<file path="config.mk">
export PLATFORM = sky130hd
export DESIGN_NAME = sgh_ram
export DESIGN_NICKNAME = d
export VERILOG_FILES = /design/src/rtl/sgh_ram.sv
export SDC_FILE = /design/constraint.sdc
export NUM_CORES = 1
export LEC_CHECK = 0
export BUFFER_PORTS_ARGS = -buffer_cell sky130_fd_sc_hd__buf_2
export CAP_MARGIN = 5
export CORE_MARGIN = 1.5
export CORE_UTILIZATION = 25
export DETAILED_ROUTE_END_ITERATION = 7
export PLACE_DENSITY = 0.37
export SLEW_MARGIN = 40
export SYNTH_ARGS = -nofsm -noshare
export SYNTH_HDL_FRONTEND = slang
export SYNTH_SLANG_ARGS = --single-unit
</file>
<file path="constraint.sdc">
create_clock -name i_clk -period 2.1 [get_ports i_clk]
set_input_delay 0.105 -clock i_clk [delete_from_list [all_inputs] [get_ports i_clk]]
set_output_delay 0.105 -clock i_clk [all_outputs]
set_load 0.05 [all_outputs]
</file>
<file path="src/rtl/sgh_ram.sv">
// Generic single-write, single-read synchronous RAM with registered read data.
// No dependencies.
module sgh_ram #(
    parameter int WIDTH = 8,
    parameter int DEPTH = 16,
    localparam int AW   = $clog2(DEPTH)
) (
    input  logic             i_clk,
    input  logic             i_we,
    input  logic [AW-1:0]    i_waddr,
    input  logic [WIDTH-1:0] i_wdata,
    input  logic             i_re,
    input  logic [AW-1:0]    i_raddr,
    output logic [WIDTH-1:0] o_rdata
);

    logic [WIDTH-1:0] r_mem [DEPTH];
    logic [WIDTH-1:0] r_rdata;

    // Write one row
    always_ff @(posedge i_clk) begin
        if (i_we) begin
            r_mem[i_waddr] <= i_wdata;
        end
    end

    // Read one row, hold the data while not reading
    always_ff @(posedge i_clk) begin
        if (i_re) begin
            r_rdata <= r_mem[i_raddr];
        end
    end

    assign o_rdata = r_rdata;

endmodule

</file>
== Word level (Yosys, flattened, before mapping) ==
Memories as Yosys holds them, arrays and structs flattened. A register that Yosys moved wholly into a read port is not among the register bits.
Cells that the tools add are included.

* Register bits: 0
* Memories kept: 1
* Bits in writable memories: 128

* Multiplexer cells: 2

{| class="wikitable"
|+ Memory list
! name !! depth !! width !! rd ports !! clocked after Yosys merged registers in !! write ports !! line !! source
|-
| r_mem || 16 || 8 || 1 || 1 || 1 || 17 || <nowiki>logic [WIDTH-1:0] r_mem [DEPTH];</nowiki>
|}

{| class="wikitable"
|+ Operators with widths
! operator !! count
|-
| $mux 1 || 2
|}

== Depth between registers and ports, before layout ==
Gate-level depths: netlist of run 1.

* Depth after elaboration: 2
* Mapped depth: 5
* Gate-level depth less buffers: 3

== Least setup slack after synthesis of run 1 ==
Ideal clock, no wire load.

* Path type: input to register
* From: in i_waddr[2]
* To: mem r_mem[0][0], enable pin
* Stages: 2
* Path buffers: 0
* Setup time: 0.383 ns
* Arrival time: 1.215 ns
* Setup slack: 0.502 ns
* Path through: or3b_2 -> nor3_1

{| class="wikitable"
|+ RTL lines
! what !! line !! source
|-
| start, declared || 10 || <nowiki>input logic [AW-1:0] i_waddr,</nowiki>
|-
| end, declared || 17 ||
|}

No word-level cell before the write port.

==> metrics, run 1 <==
multi-input combinational cell area 0.00106 mm²; Resize count post-CTS 0; max frequency 0.629 GHz; Largest delay share family, worst path multiplexers; worst vdd ir 0.452 mV; Final setup viols 0; Final Max Tran Viols 0; count of mapped cells out of synthesis between 200 and 250; routed wire length 12000 µm; Placer Congestion 0.666; number of stages on the worst setup path 3; crit path cell chain mux4_1 > a22oi_1 > nand2_1; largest net degree at the start of global routing 25; routed length per instance 21.0 µm; Buf/Inv on CP 0; die height 148 µm; Worst-Skew Late Latency 0.41 ns; synthesized net count between 200 and 250; clock network power share between 40% and 50%; fin crit share 75.7%; P_sw roughly 1.3 mW; antenna violations before repair 0; IO buf count 26; number of setup buffers added after CTS 0; RSZ-0062 raised after global routing false; grt ovf 0; Max FO, Critical Path 1; sequential share of power roughly half; max-cap violation count 0; Mapped Avg Cell Area 22.8 µm²; First-pass DRT Iterations 4; layout cells sized above 1 approximately 32%; Async SR Flop Fraction 0%; Max transition margin between 60% and 70%; Ports 27; Hold Buf Count CTS 0; Leak 2.12 nW; status completed; Via Count 2462; Gate power share roughly 5.4%; Worst Skew 0.00503 ns; critical path endpoint category flip-flop; flop2flop setup slack between 0.5 and 0.6 ns; min Tclk post-route approximately 1.6 ns; chip width 148 µm; ANT nets after route 0; total power 6.34 mW; CP Launch Type flip-flop; Final Hold Viols 0; Switching Share 20.7%; Num CTS Buffers 17; Final Util 31.4%; Reg area ~0.0041 mm²; register clock-pin slew on the reported worst setup and hold paths 0.06 ns; Final TNS setup 0 ns; Pwr Density 991 mW/mm²; worst-margin pin slew 0.490 ns; Int Pwr between 5 and 6 mW; max incr delay on CP 0.55 ns; worst r2r path cells 3; post-DR vias/cell 4.33; ant diodes 0; Layout area overhead 22.4%; WS Path Type flip-flop to flip-flop; DRC 0; Worst Path Arrival 1.73 ns; Placed Cells 537; Finished Cell Area 0.00640 mm²; die area 0.0218 mm²; vias in the first global route 2649; Overall Global Routing Usage 11.8%; Num Clock Sinks 136; post-route insts no fill 569; H-tree lvl count 4; Cell Area, Placed 0.00581 mm²; first-pass GRT wire length 17700 µm; Starting DRT DRC Count 162; type of the worst min-delay path primary input to flip-flop; core area 0.0204 mm²; Post-synth EDFFs between 100 and 150; slowest CP cell mux4_1; Max Root-Sink Buffers 2; Synth Cell Area 0.00523 mm²; HPWL Detailed 7540 µm; worst path required time about 2.2 ns; initial core utilization 25.7%; ys flop type edfxtp_1; Synth cell types 18; register bit total from synthesis between 100 and 150; count of warnings emitted by yosys 0; Clk Tree Root Cell clkbuf_16; CTS tree done; register area share after synthesis 78.1%; # rows 52; Hold Path Stages 1; nets@finish 305; fillers 1956
## power groups by stage
stage	combinational [mW]	clock (mW)	sequential (mW)
3_3_place_gp	0.352	0	3.13
5_1_grt	0.372	3.10	3.08
3_5_place_dp	0.354	0	3.13
2_1_floorplan	0.154	0	3.17
6_report	0.345	2.92	3.08
4_1_cts	0.354	2.99	3.08
## placed cells by master, fill, tap and decap left out, types with 2 or more instances in the layout
cell type	Yosys	layout
a22oi_1	16	16
buf_12	0	3
buf_2	3	26
buf_4	1	19
bufinv_16	0	3
clkbuf_16	0	17
clkinv_1	0	3
clkinv_2	0	4
clkinvlp_4	0	4
edfxtp_1	136	136
mux4_1	14	14
mux4_2	18	18
nand2_1	9	9
nand2b_1	2	2
nand3b_1	2	2
nor2_1	13	13
nor3_1	4	4
## through the flow
| stage | hold slack, ns | setup WS, ns |
|---|---|---|
| 2_1_floorplan | 0.204 | 0.502 |
| 3_3_place_gp | 0.510 | 0.378 |
| 3_5_place_dp | 0.504 | 0.383 |
| 4_1_cts | 0.0687 | 0.544 |
| 5_1_grt | 0.0720 | 0.463 |
| 6_report | 0.0774 | 0.510 |
## synth_stat cells (2+ instances only)
library cell / number / area share [%]
buf_6: 3 / 0.65
nand2b_1: 2 / 0.24
mux4_2: 18 / 7.8
nand2_1: 9 / 0.65
nor2_1: 13 / 0.93
nor3_1: 4 / 0.38
mux4_1: 14 / 7.0
nand3b_1: 2 / 0.29
edfxtp_1: 136 / 78
clkdlybuf4s25_2: 3 / 0.57
buf_2: 3 / 0.29
a22oi_1: 16 / 2.3
## per-layer routing
metal  global-route usage (%)  vias up  share of wire, %
met4                     3.90        0              0.93
met1                     16.2     1318                50
met5                        0        -                 0
met3                     3.30        7               3.1
met2                     18.1       39                46
li1                         -     1098                 -
## cell type report
cell class                      count  area share (%)
Sequential cell                   136            63.8
Clock inverter                     15            2.50
Tap cell                          270            5.28
Timing Repair Buffer               48            5.20
Multi-Input combinational cell     83            16.5
Clock buffer                       17            6.65
## path summary, 6_finish.rpt
path | startpoint | end
min reg2reg | r_mem[8][2]$_DFFE_PP_ | o_rdata[2]$_DFFE_PP_
max | r_mem[5][0]$_DFFE_PP_ | o_rdata[0]$_DFFE_PP_
min | i_re | o_rdata[0]$_DFFE_PP_
max reg2reg | r_mem[5][0]$_DFFE_PP_ | o_rdata[0]$_DFFE_PP_
## cells by family after synthesis
group / share of synthesized area, %
flip-flops: 78.1
AND/OR/NAND/NOR: 3.14
buffers and inverters: 1.65
multiplexers: 14.8
AO/OA/AOI/OAI: 2.30
## state kept, by name, summed over array words and instances, names as in the netlist
| name | flops |
|---|---|
| r_mem | 128 |
| o_rdata | 8 |
Power figures use the tool's default switching activity.
==> run 2: changes to the inputs <==
Clock period 2.1 ns to 1.7 ns, I/O delays scaled along.
==> run 2 against run 1 <==
Register-to-register slack worse by 0.42 ns. Global-route usage about the same. Largest power group unchanged. Largest cell class unchanged. Core utilization is essentially flat. Critical path depth unchanged. Design area hardly changed. Clock power grew 17%. Routed wire length down 0.82%. Sequential share of layout area about the same. Hold slack got worse by 0.024 ns. Total power is 21% higher.
==> metrics, run 2 (synthesis results as in run 1) <==
Largest delay share family, worst path multiplexers; Placed Cells around 540; Worst-Skew Late Latency 0.41 ns; CTS tree done; slowest CP cell mux4_1; Starting DRT DRC Count roughly 130; post-route insts no fill 574; type of the worst min-delay path primary input to flip-flop; grt ovf 0; worst-margin pin slew between 0.4 and 0.5 ns; Worst Path Arrival 1.75 ns; crit path cell chain mux4_1 > a22oi_1 > nand2_1; Max transition margin 68.9%; Max Root-Sink Buffers 2; worst vdd ir 0.618 mV; Cell Area, Placed 0.00586 mm²; Layout area overhead 22.4%; CP Launch Type flip-flop; max incr delay on CP about 0.5 ns; Resize count post-CTS 0; ANT nets after route 0; Finished Cell Area around 0.0064 mm²; min Tclk post-route 1.61 ns; layout cells sized above 1 between 30 and 40%; IO buf count 26; vias in the first global route 2637; first-pass GRT wire length 17600 µm; post-DR vias/cell 4.29; max-cap violation count 0; max frequency 0.622 GHz; Via Count between 2000 and 2500; core area 0.0204 mm²; Final setup viols 0; routed length per instance roughly 21 µm; number of stages on the worst setup path 3; Buf/Inv on CP 0; RSZ-0062 raised after global routing false; HPWL Detailed 7470 µm; Clk Tree Root Cell clkbuf_16; Hold Buf Count CTS 0; Pwr Density about 1200 mW/mm²; antenna violations before repair 0; Final Hold Viols 0; number of setup buffers added after CTS 0; H-tree lvl count 4; status completed; Ports 27; Largest register FFs 128; worst r2r path cells 3; First-pass DRT Iterations 4; Overall Global Routing Usage 11.8%; fin crit share between 90% and 100%; Placer Congestion a little under 0.7; worst path required time between 1.5 and 2 ns; Worst Skew approximately 0.0053 ns; total power 7.64 mW; Hold Path Stages 1; Biggest register r_mem; commonest non-fill, non-tap cell in the layout edfxtp_1; Num Clock Sinks between 100 and 150; die area 0.0218 mm²; nets@finish between 300 and 400; WS Path Type flip-flop to flip-flop; Max FO, Critical Path 1; # rows 52; die height between 100 and 150 µm; Num CTS Buffers 17; ant diodes 0; Leak 2.13 nW; Final Max Tran Viols 0; register clock-pin slew on the reported worst setup and hold paths roughly 0.06 ns; chip width 148 µm; DRC 0; largest net degree at the start of global routing 31; initial core utilization 25.7%; most frequent cells in the layout edfxtp_1, buf_2, buf_4, mux4_2, clkbuf_16; routed wire length 11900 µm; critical path endpoint category flip-flop
[run 2: cell count changes in the layout (fill, tap and decap cells not counted), sizes merged]
| cell | delta |
|---|---|
| bufinv | -1 |
| buf | +6 |
| clkinvlp | -2 |
| clkbuf | +2 |
[run 2: per-stage QoR]
stage | setup TNS, ns | hold WS (ns) | setup slack [ns] | utilization, %
6_report | 0 | 0.0530 | 0.0928 | 31.4
5_1_grt | 0 | 0.0461 | 0.0370 | 31.4
4_1_cts | 0 | 0.0413 | 0.0970 | 31.4
3_5_place_dp | -0.0742 | 0.478 | -0.0670 | 28.8
3_3_place_gp | -0.143 | 0.480 | -0.0957 | 28.8
2_1_floorplan | 0 | 0.184 | 0.122 | -
[run 2: per-layer routing]
metal / vias to the layer above / global-route usage, % / part of all wire, %
li1: 1107 / - / -
met1: 1303 / 15.9 / 50
met2: 42 / 18.1 / 46
met3: 9 / 3.86 / 3.5
met4: 0 / 3.30 / 1.0
met5: - / 0 / 0
[run 2: cell type report]
| cell class | count | area (µm²) |
|---|---|---|
| Clock buffer | 19 | 433 |
| Fill cell | 1976 | 14000 |
| Multi-Input combinational cell | 83 | 1060 |
| Clock inverter | 12 | 110 |
| Sequential cell | 136 | 4080 |
| Timing Repair Buffer | 54 | 378 |
| Tap cell | 270 | 338 |
[run 2: path summary, 6_finish.rpt]
kind	startpoint	end	slack, ns
worst min register to register	r_mem[15][3]$_DFFE_PP_	o_rdata[3]$_DFFE_PP_	0.76
worst max-delay path	r_mem[2][0]$_DFFE_PP_	o_rdata[0]$_DFFE_PP_	0.09
worst max register to register	r_mem[2][0]$_DFFE_PP_	o_rdata[0]$_DFFE_PP_	0.09
worst min-delay path	i_re	o_rdata[0]$_DFFE_PP_	0.05
[run 2: where the power goes]
group	switching [mW]	leakage [nW]	internal, mW
Combinational	0.274	0.631	0.166
Clock	1.29	0.262	2.11
Sequential	0.0177	1.24	3.78
Total	1.59	2.13	6.06
==> run 3: changes to the inputs <==
--- a/config.mk
+++ b/config.mk
@@ -12,3 +12,5 @@
 export DETAILED_ROUTE_END_ITERATION = 7
+export HOLD_SLACK_MARGIN = 0.02
 export PLACE_DENSITY = 0.37
+export SKIP_LAST_GASP = 1
 export SLEW_MARGIN = 40
==> constraint.sdc (replaced) <==
create_clock -name i_clk -period 1.7 [get_ports i_clk]
set_input_delay 0 -clock i_clk [delete_from_list [all_inputs] [get_ports i_clk]]
set_output_delay 0 -clock i_clk [all_outputs]
set_load 0.05 [all_outputs]
==> run 3 against run 2 <==
Count of clock-buffer cells in the layout unchanged. Hold slack improved by 0.12 ns. Maximum frequency shrank 0.94%. Sequential power is essentially flat. Clock skew grew 0.0020 ns. Flip-flop and latch count did not move. Final cell count up 1.0%. Via count is 2.8% higher. Routed wire length decreased by 0.88%. Non-clock buffer count grew 9. Largest power group unchanged.
==> metrics, run 3 (synthesis results as in run 1) <==
routed wl met2 roughly 5600 µm; grt ovf 0; nets@finish 320; worst vdd ir 0.627 mV; sequential share of power 51.3%; clock network power share 42.7%; CTS tree done; register clock-pin slew on the reported worst setup and hold paths 0.06 ns; min Tclk post-route ~1.6 ns; Max transition margin 67.8%; layout cells sized above 1 30.0%; max incr delay on CP 0.51 ns; P_sw about 1.5 mW; Resize count post-CTS 0; worst-margin pin slew ~0.48 ns; initial core utilization roughly a quarter; Num CTS Buffers 17; Hold Path Origin i_waddr[1]; Leak ~2.1 nW; Int Pwr 5.89 mW; IO buf count 26; fin crit share 95.4%; Place WS 0.0850 ns; die area 0.0218 mm²; max-cap violation count 0; critical path endpoint category flip-flop; CP Launch Type flip-flop; Starting DRT DRC Count between 100 and 150; max frequency 0.616 GHz; flop2flop setup slack approximately 0.078 ns; crit path cell chain mux4_1 > a22oi_1 > nand2_1; HPWL Detailed 7260 µm; core area 0.0204 mm²; Max FO, Critical Path 1; worst r2r path cells 3; First-pass DRT Iterations 4; Final Hold Viols 0; vias in the first global route 2709; Switching Share 20.4%; first-pass GRT wire length between 15000 and 20000 µm; status completed; number of setup buffers added after CTS 0; Final setup viols 0; fillers about 2000; Hold EP r_mem[8][7]$_DFFE_PP_; PnR worst setup slack 0.0775 ns; worst path required time 1.83 ns; WS Path Type flip-flop to flip-flop; Met3 Routed Length 455 µm; routed wire length 11800 µm; reg2reg start r_mem[1][2]$_DFFE_PP_; Final TNS setup 0 ns; Top Layer Used met4; Overall Global Routing Usage 11.6%; routed length per instance 20.3 µm; reg2reg end o_rdata[2]$_DFFE_PP_; Hold Path Stages 3; Num Clock Sinks 136; Worst Skew around 0.0074 ns; Worst Path Arrival approximately 1.8 ns; Final Max Tran Viols 0; Max Root-Sink Buffers 2; chip width 148 µm; # rows 52; Hold Buf Count CTS 9; Clk Tree Root Cell clkbuf_16; commonest non-fill, non-tap cell in the layout edfxtp_1; Pwr Density between 1000 and 1500 mW/mm²; metal1 wirelength 5550 µm; post-DR vias/cell 4.36; DRC 0; H-tree lvl count 4; Biggest register r_mem; Via Count 2530; ANT nets after route 0; slowest CP cell mux4_1; Final Util a little under a third; Largest register FFs 128; Layout area overhead 23.0%; Worst-Skew Late Latency ~0.4 ns; largest net degree at the start of global routing 33; most frequent cells in the layout edfxtp_1, buf_2, buf_4, mux4_2, clkbuf_16; ant diodes 0; Gate power share around 6.0%; Ports 27; antenna violations before repair 0; RSZ-0062 raised after global routing false; Placer Congestion 0.648; type of the worst min-delay path primary input to flip-flop; die height 148 µm
==> run 3: area by class of cell <==
type	instances	area, µm²	area share [%]
repair buffers	63	455	7.08
clock buffers	19	433	6.73
well taps	270	338	5.25
clock inverters	9	62.6	0.973
multi-input cells	83	1060	16.4
flip-flops and latches	136	4080	63.5
==> run 3: how the worst max path moves through the flow <==
stage          depth (start not counted)                     to  slack, ns                   from
4_1_cts                                3   o_rdata[2]$_DFFE_PP_       0.10  r_mem[1][2]$_DFFE_PP_
2_1_floorplan                          2  r_mem[0][0]$_DFFE_PP_       0.21             i_waddr[2]
3_5_place_dp                           5   o_rdata[3]$_DFFE_PP_       0.08             i_raddr[0]
6_report                               3   o_rdata[2]$_DFFE_PP_       0.08  r_mem[1][2]$_DFFE_PP_
3_3_place_gp                           5   o_rdata[3]$_DFFE_PP_       0.06             i_raddr[0]
5_1_grt                                3   o_rdata[2]$_DFFE_PP_      0.004  r_mem[1][2]$_DFFE_PP_
==> run 3: stage by stage <==
step	total power, mW	instances	hold WS [ns]	cell area (µm²)
after floorplan	4.11	229	0.0989	5230
after global placement	4.31	543	0.392	5840
after detailed placement	4.31	543	0.385	5840
after CTS	7.50	580	0.160	6430
after global routing	7.65	580	0.175	6430
final	7.40	580	0.172	6430
==> run 3: power groups by stage <==
stage                     clock [mW]  combinational (mW)  sequential, mW
after CTS                       3.24               0.460            3.80
after detailed placement           0               0.443            3.87
after floorplan                    0               0.191            3.92
after global routing            3.37               0.484            3.80
after global placement             0               0.443            3.87
final                           3.16               0.447            3.80
==> run 3: metal layers <==
layer	global-route usage, %	up-vias
li1	-	1121
met4	3.60	0
met3	3.46	8
met2	18.5	46
met1	15.4	1355
met5	0	-
==> run 3: critical path, delay by kind of cell (launching register included) <==
family / cells / cell delay [ns]
muxes: 1 / 0.51
DFF: 1 / 0.35
AOI/OAI and AO/OA: 1 / 0.37
and+or+nand+nor: 1 / 0.13
